## config.mk

```make
export PLATFORM = sky130hd
export DESIGN_NAME = vgm_command_stream_parser_top
export DESIGN_NICKNAME = d
export VERILOG_FILES = /design/src/design/vcsp_pkg.sv /design/src/design/vgm_command_stream_parser_top.sv /design/src/design/vcsp_parser.sv /design/src/design/vcsp_emitter.sv
export SDC_FILE = /design/constraint.sdc
export NUM_CORES = 1
export LEC_CHECK = 0
export BUFFER_PORTS_ARGS = -buffer_cell sky130_fd_sc_hd__buf_2
export CELL_PAD_IN_SITES_DETAIL_PLACEMENT = 1
export CELL_PAD_IN_SITES_GLOBAL_PLACEMENT = 2
export CORE_MARGIN = 1.5
export CORE_UTILIZATION = 33
export CTS_CLUSTER_SIZE = 40
export DETAILED_ROUTE_END_ITERATION = 8
export HOLD_SLACK_MARGIN = 0.12
export MAX_ROUTING_LAYER = met4
export PLACE_DENSITY_LB_ADDON = 0.1
export SLEW_MARGIN = 25
export SYNTH_ARGS = -nofsm -noshare
export SYNTH_HDL_FRONTEND = slang
export SYNTH_HIERARCHICAL = 1
export SYNTH_SLANG_ARGS = --single-unit
```

## constraint.sdc

```tcl
create_clock -name clk -period 8.35 [get_ports clk]
set_input_delay 0 -clock clk [delete_from_list [all_inputs] [get_ports clk]]
set_output_delay 0 -clock clk [all_outputs]
set_load 0.005 [all_outputs]
```

## src/design/vcsp_pkg.sv

```systemverilog
// ----------------------------------------------------------------------------
// vcsp_pkg
// Shared types and codes of the music command stream parser: request
// payloads, result kinds, operations, register indexes and bundle modes.
// ----------------------------------------------------------------------------
package vcsp_pkg;

  // Input request payload
  typedef struct packed {
    logic [1:0] operation;
    logic [7:0] data_byte;
  } in_item_t;

  // Result request payload
  typedef struct packed {
    logic [2:0]  kind;
    logic        port;
    logic [7:0]  reg_addr;
    logic [7:0]  reg_value;
    logic [15:0] wait_samples;
    logic [31:0] seek_target;
    logic        last;
  } out_item_t;

  // Configuration register file
  typedef struct packed {
    logic [5:0]  key_mute_mask;
    logic [31:0] data_start;
    logic [31:0] loop_offset;
  } cfg_t;

  // Result bundle handed from the parser to the emitter
  typedef struct packed {
    logic [1:0] mode;
    out_item_t  res;
  } bundle_t;

  // Result kinds
  localparam logic [2:0] KIND_FM   = 3'd0;
  localparam logic [2:0] KIND_PSG  = 3'd1;
  localparam logic [2:0] KIND_WAIT = 3'd2;
  localparam logic [2:0] KIND_SEEK = 3'd3;
  localparam logic [2:0] KIND_DONE = 3'd4;

  // Input operations
  localparam logic [1:0] OP_BYTE    = 2'd0;
  localparam logic [1:0] OP_END     = 2'd1;
  localparam logic [1:0] OP_RESTART = 2'd2;
  localparam logic [1:0] OP_SILENCE = 2'd3;

  // Configuration register indexes
  localparam logic [1:0] CFG_MUTE  = 2'd0;
  localparam logic [1:0] CFG_START = 2'd1;
  localparam logic [1:0] CFG_LOOP  = 2'd2;

  // Bundle modes: one result, DAC write plus wait, six key-offs,
  // six key-offs plus seek
  localparam logic [1:0] MODE_ONE       = 2'd0;
  localparam logic [1:0] MODE_DAC       = 2'd1;
  localparam logic [1:0] MODE_KOFF      = 2'd2;
  localparam logic [1:0] MODE_KOFF_SEEK = 2'd3;

  // FM key on/off register
  localparam logic [7:0] KEY_REG = 8'h28;

  // Reset value of the restart target
  localparam logic [31:0] DATA_START_RST = 32'd64;

endpackage

```

## src/design/vgm_command_stream_parser_top.sv

```systemverilog
// ----------------------------------------------------------------------------
// vgm_command_stream_parser_top
// Music command stream parser: bytes in, chip writes, waits, seeks and
// end-of-song out.
// ----------------------------------------------------------------------------
// One request is taken per cycle whenever the result stage is free or is
// handing out its last result. A request that causes no result never holds
// the input; one with results holds it until its last result is taken, as
// the result stage delivers one result per cycle while out_ready is high (a
// DAC command gives 2 results, silence 6, restart 7). Configuration writes
// take effect on the next cycle and are expected only while the block is idle.
module vgm_command_stream_parser_top (
  input  logic                clk,
  input  logic                rst_n,
  input  logic                in_valid,
  output logic                in_ready,
  input  vcsp_pkg::in_item_t  in_data,
  output logic                out_valid,
  input  logic                out_ready,
  output vcsp_pkg::out_item_t out_data,
  input  logic                cfg_we,
  input  logic [1:0]          cfg_index,
  input  logic [31:0]         cfg_wdata
);
  import vcsp_pkg::*;

  cfg_t    cfg_r;
  logic    acc;
  logic    load;
  logic    can_load;
  bundle_t bundle;

  // Configuration registers
  always_ff @(posedge clk) begin
    if (!rst_n) begin
      cfg_r.key_mute_mask <= '0;
      cfg_r.data_start    <= DATA_START_RST;
      cfg_r.loop_offset   <= '0;
    end else if (cfg_we) begin
      case (cfg_index)
        CFG_MUTE:  cfg_r.key_mute_mask <= cfg_wdata[5:0];
        CFG_START: cfg_r.data_start    <= cfg_wdata;
        CFG_LOOP:  cfg_r.loop_offset   <= cfg_wdata;
        default:   cfg_r <= cfg_r;
      endcase
    end
  end

  assign in_ready = can_load;
  assign acc      = in_valid && in_ready;

  vcsp_parser u_parser (
    .clk     (clk),
    .rst_n   (rst_n),
    .acc     (acc),
    .in_data (in_data),
    .cfg     (cfg_r),
    .load    (load),
    .bundle  (bundle)
  );

  vcsp_emitter u_emitter (
    .clk       (clk),
    .rst_n     (rst_n),
    .load      (load),
    .bundle    (bundle),
    .can_load  (can_load),
    .out_valid (out_valid),
    .out_ready (out_ready),
    .out_data  (out_data)
  );

endmodule

```

## src/design/vcsp_parser.sv

```systemverilog
// ----------------------------------------------------------------------------
// vcsp_parser
// Command stream state machine. Updates the parse state on each accepted
// request and builds the bundle of results that the request causes.
// ----------------------------------------------------------------------------
module vcsp_parser (
  input  logic               clk,
  input  logic               rst_n,
  input  logic               acc,
  input  vcsp_pkg::in_item_t in_data,
  input  vcsp_pkg::cfg_t     cfg,
  output logic               load,
  output vcsp_pkg::bundle_t  bundle
);
  import vcsp_pkg::*;

  // Parse phases
  localparam logic [3:0] PH_IDLE = 4'd0;
  localparam logic [3:0] PH_ADDR = 4'd1;
  localparam logic [3:0] PH_VAL  = 4'd2;
  localparam logic [3:0] PH_WLO  = 4'd3;
  localparam logic [3:0] PH_WHI  = 4'd4;
  localparam logic [3:0] PH_PSG  = 4'd5;
  localparam logic [3:0] PH_BHDR = 4'd6;
  localparam logic [3:0] PH_BLEN = 4'd7;
  localparam logic [3:0] PH_SKIP = 4'd8;

  // Opcodes
  localparam logic [7:0] OPC_FM0   = 8'h52;
  localparam logic [7:0] OPC_FM1   = 8'h53;
  localparam logic [7:0] OPC_WAIT  = 8'h61;
  localparam logic [7:0] OPC_W60   = 8'h62;
  localparam logic [7:0] OPC_W50   = 8'h63;
  localparam logic [7:0] OPC_END   = 8'h66;
  localparam logic [7:0] OPC_PSG   = 8'h50;
  localparam logic [7:0] OPC_BLOCK = 8'h67;
  localparam logic [3:0] OPC_SHORT = 4'h7;
  localparam logic [3:0] OPC_DAC   = 4'h8;

  localparam logic [15:0] WAIT_60HZ = 16'd735;
  localparam logic [15:0] WAIT_50HZ = 16'd882;
  localparam logic [31:0] LOOP_BIAS = 32'h1C;

  logic [3:0]  phase_r, phase_nxt;
  logic [7:0]  opcode_r, opcode_nxt;
  logic [7:0]  addr_r, addr_nxt;
  logic [1:0]  cnt_r, cnt_nxt;
  logic [7:0]  wlo_r, wlo_nxt;
  logic [31:0] blen_r, blen_nxt;
  logic [31:0] skip_r, skip_nxt;
  logic        done_r, done_nxt;

  logic [7:0]  b;
  logic [6:0]  mute_ext;
  logic [2:0]  chan;
  logic        muted;
  logic [31:0] blen_sh;

  assign b = in_data.data_byte;

  // Key write channel: codes 4..7 fold down by one, code 7 hits a bit never set
  assign mute_ext = {1'b0, cfg.key_mute_mask};
  assign chan     = b[2] ? (b[2:0] - 3'd1) : b[2:0];
  assign muted    = mute_ext[chan];

  // Length byte placed at its little-endian position
  assign blen_sh = {24'd0, b} << {cnt_r, 3'b000};

  // Next state and result bundle
  always_comb begin
    phase_nxt  = phase_r;
    opcode_nxt = opcode_r;
    addr_nxt   = addr_r;
    cnt_nxt    = cnt_r;
    wlo_nxt    = wlo_r;
    blen_nxt   = blen_r;
    skip_nxt   = skip_r;
    done_nxt   = done_r;
    load       = 1'b0;
    bundle     = '0;
    bundle.mode = MODE_ONE;
    if (acc) begin
      case (in_data.operation)
        OP_BYTE: begin
          if (!done_r) begin
            case (phase_r)
              PH_ADDR: begin
                addr_nxt  = b;
                phase_nxt = PH_VAL;
              end
              PH_VAL: begin
                phase_nxt = PH_IDLE;
                if (!(addr_r == KEY_REG && muted)) begin
                  load                 = 1'b1;
                  bundle.res.kind      = KIND_FM;
                  bundle.res.port      = (opcode_r == OPC_FM1);
                  bundle.res.reg_addr  = addr_r;
                  bundle.res.reg_value = b;
                end
              end
              PH_WLO: begin
                wlo_nxt   = b;
                phase_nxt = PH_WHI;
              end
              PH_WHI: begin
                phase_nxt               = PH_IDLE;
                load                    = 1'b1;
                bundle.res.kind         = KIND_WAIT;
                bundle.res.wait_samples = {b, wlo_r};
              end
              PH_PSG: begin
                phase_nxt            = PH_IDLE;
                load                 = 1'b1;
                bundle.res.kind      = KIND_PSG;
                bundle.res.reg_value = b;
              end
              PH_BHDR: begin
                if (cnt_r != 2'd0) begin
                  cnt_nxt   = 2'd0;
                  blen_nxt  = '0;
                  phase_nxt = PH_BLEN;
                end else begin
                  cnt_nxt = cnt_r + 2'd1;
                end
              end
              PH_BLEN: begin
                blen_nxt = blen_r | blen_sh;
                if (cnt_r == 2'd3) begin
                  cnt_nxt   = 2'd0;
                  skip_nxt  = blen_nxt;
                  phase_nxt = (blen_nxt != 32'd0) ? PH_SKIP : PH_IDLE;
                end else begin
                  cnt_nxt = cnt_r + 2'd1;
                end
              end
              PH_SKIP: begin
                skip_nxt = (skip_r != 32'd0) ? (skip_r - 32'd1) : 32'd0;
                if (skip_r <= 32'd1) begin
                  phase_nxt = PH_IDLE;
                end
              end
              default: begin
                // Opcode byte
                phase_nxt  = PH_IDLE;
                opcode_nxt = b;
                if (b == OPC_FM0 || b == OPC_FM1) begin
                  phase_nxt = PH_ADDR;
                end else if (b == OPC_WAIT) begin
                  phase_nxt = PH_WLO;
                end else if (b == OPC_W60) begin
                  load                    = 1'b1;
                  bundle.res.kind         = KIND_WAIT;
                  bundle.res.wait_samples = WAIT_60HZ;
                end else if (b == OPC_W50) begin
                  load                    = 1'b1;
                  bundle.res.kind         = KIND_WAIT;
                  bundle.res.wait_samples = WAIT_50HZ;
                end else if (b == OPC_END) begin
                  load = 1'b1;
                  if (cfg.loop_offset != 32'd0) begin
                    bundle.res.kind        = KIND_SEEK;
                    bundle.res.seek_target = cfg.loop_offset + LOOP_BIAS;
                  end else begin
                    done_nxt        = 1'b1;
                    bundle.res.kind = KIND_DONE;
                  end
                end else if (b[7:4] == OPC_SHORT) begin
                  load                    = 1'b1;
                  bundle.res.kind         = KIND_WAIT;
                  bundle.res.wait_samples = {12'd0, b[3:0]} + 16'd1;
                end else if (b[7:4] == OPC_DAC) begin
                  // DAC write goes out first, then this wait
                  load                    = 1'b1;
                  bundle.mode             = MODE_DAC;
                  bundle.res.kind         = KIND_WAIT;
                  bundle.res.wait_samples = {12'd0, b[3:0]};
                end else if (b == OPC_PSG) begin
                  phase_nxt = PH_PSG;
                end else if (b == OPC_BLOCK) begin
                  phase_nxt = PH_BHDR;
                  cnt_nxt   = 2'd0;
                end
              end
            endcase
          end
        end
        OP_END: begin
          phase_nxt       = PH_IDLE;
          cnt_nxt         = 2'd0;
          skip_nxt        = '0;
          done_nxt        = 1'b1;
          load            = 1'b1;
          bundle.res.kind = KIND_DONE;
        end
        OP_RESTART: begin
          phase_nxt              = PH_IDLE;
          cnt_nxt                = 2'd0;
          skip_nxt               = '0;
          done_nxt               = 1'b0;
          load                   = 1'b1;
          bundle.mode            = MODE_KOFF_SEEK;
          bundle.res.kind        = KIND_SEEK;
          bundle.res.seek_target = cfg.data_start;
        end
        default: begin
          load        = 1'b1;
          bundle.mode = MODE_KOFF;
        end
      endcase
    end
  end

  // State registers
  always_ff @(posedge clk) begin
    if (!rst_n) begin
      phase_r  <= PH_IDLE;
      opcode_r <= '0;
      addr_r   <= '0;
      cnt_r    <= '0;
      wlo_r    <= '0;
      blen_r   <= '0;
      skip_r   <= '0;
      done_r   <= 1'b0;
    end else begin
      phase_r  <= phase_nxt;
      opcode_r <= opcode_nxt;
      addr_r   <= addr_nxt;
      cnt_r    <= cnt_nxt;
      wlo_r    <= wlo_nxt;
      blen_r   <= blen_nxt;
      skip_r   <= skip_nxt;
      done_r   <= done_nxt;
    end
  end

`ifndef ASSERT_OFF
  // Once done, stream bytes leave the parser done
  a_done_sticky: assert property (@(posedge clk) disable iff (!rst_n)
    (acc && in_data.operation == OP_BYTE && done_r) |=> done_r)
    else $error("song done cleared by a stream byte");

  // Restart leaves the parser idle and playing
  a_restart_idle: assert property (@(posedge clk) disable iff (!rst_n)
    (acc && in_data.operation == OP_RESTART) |=> (!done_r && phase_r == PH_IDLE))
    else $error("restart did not reset the parser");

  // Skip phase always has bytes left to skip
  a_skip_nonzero: assert property (@(posedge clk) disable iff (!rst_n)
    (phase_r == PH_SKIP) |-> (skip_r != 32'd0))
    else $error("skip phase with zero remaining");
`endif

endmodule

```

## src/design/vcsp_emitter.sv

```systemverilog
// ----------------------------------------------------------------------------
// vcsp_emitter
// Holds one result bundle and hands its results out one per cycle while
// out_ready is high, expanding the DAC and key-off sequences.
// ----------------------------------------------------------------------------
module vcsp_emitter (
  input  logic                clk,
  input  logic                rst_n,
  input  logic                load,
  input  vcsp_pkg::bundle_t   bundle,
  output logic                can_load,
  output logic                out_valid,
  input  logic                out_ready,
  output vcsp_pkg::out_item_t out_data
);
  import vcsp_pkg::*;

  localparam logic [7:0] DAC_REG = 8'h2A;
  localparam logic [7:0] DAC_VAL = 8'h80;

  logic       busy_r, busy_nxt;
  logic [2:0] idx_r, idx_nxt;
  bundle_t    bun_r;
  logic [2:0] last_idx;
  logic       at_last;
  logic       fire;

  // Index of the final result of the held bundle
  always_comb begin
    case (bun_r.mode)
      MODE_ONE:  last_idx = 3'd0;
      MODE_DAC:  last_idx = 3'd1;
      MODE_KOFF: last_idx = 3'd5;
      default:   last_idx = 3'd6;
    endcase
  end

  assign at_last   = (idx_r == last_idx);
  assign fire      = busy_r && out_ready;
  assign out_valid = busy_r;
  assign can_load  = !busy_r || (out_ready && at_last);

  // Result selection
  always_comb begin
    out_data = bun_r.res;
    if ((bun_r.mode == MODE_DAC && idx_r == 3'd0) ) begin
      out_data           = '0;
      out_data.kind      = KIND_FM;
      out_data.reg_addr  = DAC_REG;
      out_data.reg_value = DAC_VAL;
    end else if ((bun_r.mode == MODE_KOFF || bun_r.mode == MODE_KOFF_SEEK) &&
                 idx_r < 3'd6) begin
      // Key-off order: ch0, ch0 hi, ch1, ch1 hi, ch2, ch2 hi
      out_data           = '0;
      out_data.kind      = KIND_FM;
      out_data.reg_addr  = KEY_REG;
      out_data.reg_value = {5'd0, idx_r[0], idx_r[2:1]};
    end
    out_data.last = at_last;
  end

  // Sequencing
  always_comb begin
    busy_nxt = busy_r;
    idx_nxt  = idx_r;
    if (fire) begin
      if (at_last) begin
        busy_nxt = 1'b0;
      end else begin
        idx_nxt = idx_r + 3'd1;
      end
    end
    if (load) begin
      busy_nxt = 1'b1;
      idx_nxt  = 3'd0;
    end
  end

  always_ff @(posedge clk) begin
    if (!rst_n) begin
      busy_r <= 1'b0;
      idx_r  <= '0;
    end else begin
      busy_r <= busy_nxt;
      idx_r  <= idx_nxt;
    end
  end

  // Bundle register
  always_ff @(posedge clk) begin
    if (load) begin
      bun_r <= bundle;
    end
  end

`ifndef ASSERT_OFF
  // A new bundle only lands in a free or draining slot
  a_load_free: assert property (@(posedge clk) disable iff (!rst_n)
    load |-> (!busy_r || (out_ready && at_last)))
    else $error("bundle overwritten before delivery");

  // Index never runs past the bundle length
  a_idx_range: assert property (@(posedge clk) disable iff (!rst_n)
    busy_r |-> (idx_r <= last_idx))
    else $error("result index beyond bundle");

  // A taken non-final result is followed by more of the bundle
  a_more: assert property (@(posedge clk) disable iff (!rst_n)
    (fire && !at_last) |=> busy_r)
    else $error("bundle dropped before its last result");
`endif

endmodule

```

==> results.ini, run 1 <==
[status]
status = complete, no violations

[drt]
ant_nets = 0
drt_pass1_iterations = 5
wl_mm = 42.6
viasPerCell = 5.28
routed_wirelength_normalized_by_instance_count_microns = 20.3
drc = 0
drt_iter0_markers = 570
detailroute.via_count = 11100

[sta]
hold_violations = 0
final_max_slew_viol_count = 0
worst_slew_pin_slew_ns = 0.991
finalSetupViolCount = 0
slew_headroom = 0.334
fin_hold_ws_ns = 0.246
max_freq_mhz = 240
post-route-min-period_ns = 4.17
final_cycle_share = 0.499
post_route_skew_ns = 0.0142
rsz0062_at_grt = no
worst_slack_ns = 4.18
setup_tns_ns = 0

[placement]
gp_congestion = 0.814
pre_cts_ws_ns = 3.70
portBuffers = 119
numPlacedInstances = 1988
place.detailed.hpwl_mm = 28.7

[pwr]
power_density_nw_per_um2 = 202
p_int_w = 0.00222
seq_power_share = 0.419
static-leakage-power_nw = 5.85
pwr-share-comb = 0.141
pwr-share-clk = 0.440
total_power_w = 0.00306
power.ir.vdd_worst_mv = 0.142
p_switching_w = 0.000835
switching_part_of_the_total = 0.273

[clocking]
cts-buffers-inserted = 30
post-cts-setup-buffer-count = 0
clock_tree.htree_level_count = 1
clock_sink_count = 239
worst_setup_hold_path_clk_slew_ns = 0.06
cts_tree = done
postCtsResizedCells = 0
post_cts_hold_buffer_count = 52
latest_clock_arrival_within_the_worst_skew_pair_ns = 0.57
clock-root-buffer = sky130_fd_sc_hd__clkbuf_16
clk_path_buf_depth = 3

[worst_setup_path]
critPathKind = flip-flop to flip-flop
timing.rr.start = u_emitter/bun_r[69]
data_required_time_of_the_critical_path_ns = 8.79
critPathLaunch = u_emitter/bun_r[69]
critPathCaptureType = flip-flop
timing.critical_path.arrival_ns = 4.61
regToRegSetupSlack_ns = 4.18
critical_path_peak_fanout = 21
cp-start-kind = flip-flop

[run]
count_of_max_cap_constraint_violations = 0

[finish]
fin_nets = 1632
flow.area_growth_from_synthesis_pct = 19.0
final_cells = 2099
drive_above_1_share = 0.147

[floorplanning]
vert_die_dim_microns = 199
die-area_sq_um = 39800
die_width_microns = 199
core_region_area_sq_um = 37800
rows = 71
initial_utilization = 0.336
design.portCount = 120

[synthesis]
post_synth_inst_count = 1442
post_synthesis_cell_area_sq_um = 12700
yosys_warnings = 6
avgSynthCellArea_sq_um = 8.83
syn_nets = 1511

[global_routing]
antenna_violations_before_repair = 1
grt_max_degree = 66
first_global_vias = 11100
first_pass_grt_wire_length_mm = 66.2
grt.overflow.total = 0
grt_util_all_layers = 0.221

[hold_path]
hold_path_class = input pin to flip-flop
worst_hold_startpoint = cfg_wdata[29]

[flip-flops by register name, summed over array words and instances, names as in the netlist]
register and flops:
u_parser/skip_r 32, u_parser/addr_r 8, u_emitter/idx_r 3, u_parser/phase_r 4, u_emitter/out_valid 1, u_parser/opcode_r 8
u_parser/wlo_r 8, u_emitter/bun_r 70, u_parser/cnt_r 2, u_parser/done_r 1, u_parser/blen_r 32, cfg_r 70
[worst paths after layout]
path / cells past startpoint / endpoint
worst min register to register: 2 / cfg_r[54]
worst min-delay path: 4 / cfg_r[29]
worst max-delay path: 11 / u_parser/skip_r[30]
worst max register to register: 11 / u_parser/skip_r[30]
[layer usage]
layer	vias to the layer above	GRT usage	part of all wire
li1	5368	-	-
met1	5472	0.307	0.49
met2	196	0.344	0.45
met3	53	0.0305	0.041
met4	0	0.0454	0.019
met5	-	-	0
[placed cells by master (no fill, tap or decap), types with 51 or more instances in the layout]
| cell type | instances |
|---|---|
| sky130_fd_sc_hd__mux2i_1 | 100 |
| sky130_fd_sc_hd__buf_2 | 118 |
| sky130_fd_sc_hd__dfxtp_1 | 169 |
| sky130_fd_sc_hd__dlygate4sd3_1 | 52 |
| sky130_fd_sc_hd__nor2_1 | 168 |
| sky130_fd_sc_hd__edfxtp_1 | 70 |
| sky130_fd_sc_hd__and2_1 | 75 |
| sky130_fd_sc_hd__nand2_1 | 164 |
| sky130_fd_sc_hd__a21oi_1 | 110 |
| sky130_fd_sc_hd__o21ai_0 | 51 |
[worst max-delay path, cell delays in order, from the launching register on]
cell and delay, ns:
sky130_fd_sc_hd__edfxtp_1 0.41, sky130_fd_sc_hd__ha_1 0.32, sky130_fd_sc_hd__xnor2_1 0.34, sky130_fd_sc_hd__and4_4 0.30
sky130_fd_sc_hd__a21bo_1 0.12, sky130_fd_sc_hd__and2_1 0.43, sky130_fd_sc_hd__nand2b_1 0.14, sky130_fd_sc_hd__a21oi_1 0.31
sky130_fd_sc_hd__and2_1 0.79, sky130_fd_sc_hd__nor2_2 0.32, sky130_fd_sc_hd__nor2_1 0.39, sky130_fd_sc_hd__o22ai_1 0.14
[per-stage QoR]
step	area, sq um	util
after global routing	15100	0.400
after CTS	15100	0.399
after detailed placement	13600	0.359
after floorplan	12700	-
after global placement	13600	0.359
final	15100	0.400
[power groups by stage]
| stage | Combinational, W | Sequential (W) | Clock [W] |
|---|---|---|---|
| floorplan | 0.000278 | 0.00130 | 0 |
| global placement | 0.000408 | 0.00131 | 0 |
| detailed placement | 0.000411 | 0.00131 | 0 |
| CTS | 0.000432 | 0.00128 | 0.00138 |
| global route | 0.000477 | 0.00129 | 0.00142 |
| finish | 0.000430 | 0.00128 | 0.00135 |
[cell type report]
type,instances,area (sq um)
fill,4465,22700
multi-input combinational,1060,6580
sequential,239,5490
timing repair buffer,188,1250
clock buffer,41,866
tap,511,639
inverter,44,165
clock inverter,15,158
antenna,1,2.50
Power figures use the tool's default switching activity.
==> inputs of run 2 (changes only) <==
Settings changed: CORE_UTILIZATION 33 to 37.
Clock period 8.35 ns to 4.04 ns, I/O delays scaled along.
==> results.ini, run 2 (same netlist as run 1, synthesis figures left out) <==
[status]
status = complete, no violations

[drt]
detailroute.via_count = 11100  ; +0.44%
detailroute.wirelength.met3_mm = 1.56  ; -11%
top_layer_used = met4
routed_wirelength_normalized_by_instance_count_microns = 20.2  ; -0.73%
drt-met1-wl_mm = 20.4  ; -2.9%
wl_mm = 41.4  ; -2.9%
ant_nets = 0  ; unchanged
detailed_routed_wire_length_on_met2_mm = 18.7  ; -1.8%
viasPerCell = 5.43  ; +2.7%
drt_pass1_iterations = 5  ; unchanged
drc = 0  ; unchanged
drt_iter0_markers = 633  ; +11%

[placement]
portBuffers = 119  ; unchanged
place.detailed.hpwl_mm = 28.0  ; -2.3%
pre_cts_ws_ns = 0.748  ; -2.95 ns
numPlacedInstances = 1950  ; -1.9%
gp_congestion = 0.860  ; +5.7%
placed_cell_area_sq_um = 13700  ; +1.2%

[global_routing]
grt_max_degree = 73  ; +11%
first_pass_grt_wire_length_mm = 64.7  ; -2.4%
grt_util_all_layers = 0.236  ; +0.0144
antenna_violations_before_repair = 1  ; unchanged
first_global_vias = 11100  ; -0.027%
grt.overflow.total = 0  ; unchanged

[pwr]
pwr-share-comb = 0.153  ; +0.012
static-leakage-power_nw = 5.92  ; +1.1%
p_int_w = 0.00439  ; +97%
power_density_nw_per_um2 = 402  ; +99%
p_switching_w = 0.00170  ; +100%
power.ir.vdd_worst_mv = 0.300  ; +110%
switching_part_of_the_total = 0.279  ; +0.00600
seq_power_share = 0.434  ; +0.015
pwr-share-clk = 0.412  ; -0.028

[hold_path]
number_of_cells_on_the_worst_hold_path = 5  ; +1
worst_hold_startpoint = in_valid
hold_path_class = input pin to flip-flop

[clocking]
latest_clock_arrival_within_the_worst_skew_pair_ns = 0.55  ; -0.02 ns
post-cts-setup-buffer-count = 0  ; unchanged
postCtsResizedCells = 0  ; unchanged
worst_setup_hold_path_clk_slew_ns = 0.06  ; about the same
clock-root-buffer = sky130_fd_sc_hd__clkbuf_16
clk_path_buf_depth = 3  ; unchanged
clock_tree.htree_level_count = 1  ; unchanged
cts-buffers-inserted = 29  ; -3.3%
clock_sink_count = 239  ; unchanged
cts_tree = done

[floorplanning]
initial_utilization = 0.378  ; +0.0414
die_width_microns = 188  ; -5.5%
core_region_area_sq_um = 33700  ; -11%
rows = 67  ; -5.6%
design.portCount = 120  ; unchanged
vert_die_dim_microns = 188  ; -5.5%
die-area_sq_um = 35500  ; -11%

[sta]
worst_slew_pin_slew_ns = 0.781  ; -0.210 ns
final_cycle_share = 0.816  ; +0.317
rsz0062_at_grt = no
worst_slack_ns = 0.743  ; -3.44 ns
finalSetupViolCount = 0  ; unchanged
slew_headroom = 0.475  ; +0.141
final_max_slew_viol_count = 0  ; unchanged
fin_hold_ws_ns = 0.157  ; -0.0894 ns
hold_violations = 0  ; unchanged
post_route_skew_ns = 0.0110  ; -0.00327 ns
max_freq_mhz = 303  ; +26%
setup_tns_ns = 0  ; unchanged
post-route-min-period_ns = 3.30  ; -0.869 ns

[finish]
fin_nets = 1650  ; +1.1%
largest_registers = cfg_r (70), u_emitter/bun_r (70)
nFillCells = 3982  ; -11%
flow.area_growth_from_synthesis_pct = 19.0  ; about the same
final_cells = 2052  ; -2.2%
design_area_sq_um = 15100  ; about the same
final_cell_mix = sky130_fd_sc_hd__dfxtp_1, sky130_fd_sc_hd__nor2_1, sky130_fd_sc_hd__nand2_1
drive_above_1_share = 0.161  ; +0.0141

[worst_setup_path]
cp-start-kind = flip-flop
critPathLaunch = u_emitter/bun_r[70]
critPathCaptureType = flip-flop
data_required_time_of_the_critical_path_ns = 4.51  ; -4.28 ns
worst_r2r_path_depth = 12  ; +1
critPathKind = flip-flop to flip-flop
timing.rr.start = u_emitter/bun_r[70]
critical_path_peak_fanout = 8  ; -62%
timing.critical_path.arrival_ns = 3.77  ; -0.84 ns

[run]
count_of_max_cap_constraint_violations = 0  ; unchanged

-- run 2: cell count changes in the layout (fill, tap and decap cells not counted), moves of 2 or more --
cell                            delta
sky130_fd_sc_hd__clkbuf_16         -3
sky130_fd_sc_hd__clkbuf_8          +5
sky130_fd_sc_hd__ha_4              +2
sky130_fd_sc_hd__clkbuf_1          -3
sky130_fd_sc_hd__clkinv_2          +4
sky130_fd_sc_hd__bufinv_16         -3
sky130_fd_sc_hd__buf_4            +23
sky130_fd_sc_hd__dlygate4sd3_1     -4
sky130_fd_sc_hd__ha_1              -2
-- run 2: worst paths after layout --
path	endpoint	slack (ns)
worst max-delay path	u_parser/phase_r[1]	0.74
worst max register to register	u_parser/phase_r[1]	0.74
worst min register to register	cfg_r[55]	0.46
worst min-delay path	u_parser/done_r	0.16
-- run 2: critical path: stages (launching register included) --
cell	delay, ns
sky130_fd_sc_hd__edfxtp_1	0.46
sky130_fd_sc_hd__ha_4	0.33
sky130_fd_sc_hd__xor2_4	0.19
sky130_fd_sc_hd__and4_4	0.26
sky130_fd_sc_hd__a21bo_1	0.13
sky130_fd_sc_hd__and2_1	0.26
sky130_fd_sc_hd__buf_4	0.22
sky130_fd_sc_hd__and2b_2	0.18
sky130_fd_sc_hd__o21ai_0	0.08
sky130_fd_sc_hd__nor4_1	0.24
sky130_fd_sc_hd__a22oi_2	0.17
sky130_fd_sc_hd__or4_1	0.55
sky130_fd_sc_hd__a21oi_1	0.15
-- run 2: routing by layer --
metal  vias up  GRT usage
li1       5399          -
met1      5479      0.331
met2       210      0.366
met3        50     0.0278
met4         0     0.0464
met5         -          -
-- run 2: final cells by class --
class / count / area, sq um / share of cell area
multi-input combinational: 1060 / 6620 / 0.437
timing repair buffer: 207 / 1390 / 0.0919
inverter: 44 / 165 / 0.0109
tap: 448 / 561 / 0.0370
clock inverter: 13 / 67.6 / 0.00446
sequential: 239 / 5490 / 0.362
clock buffer: 40 / 848 / 0.0560
antenna: 1 / 2.50 / 0.000165
-- run 2: power by group through the flow --
stage / Combinational [W] / Sequential [W] / Clock [W]
5_1_grt: 0.00102 / 0.00265 / 0.00265
3_5_place_dp: 0.000895 / 0.00269 / 0
6_report: 0.000932 / 0.00264 / 0.00251
2_1_floorplan: 0.000589 / 0.00268 / 0
3_3_place_gp: 0.000887 / 0.00269 / 0
4_1_cts: 0.000936 / 0.00264 / 0.00257
-- run 2: repair_timing --
item                                    CTS  global route
hold buffers                             48             0
hold endpoints to repair                151             0
endpoints found under the setup margin    0             0
-- run 2: stage by stage --
step                      utilization  total power [W]
after floorplan                     -          0.00326
after global placement          0.408          0.00358
after detailed placement        0.408          0.00359
after CTS                       0.449          0.00615
after global routing            0.449          0.00633
final                           0.449          0.00608
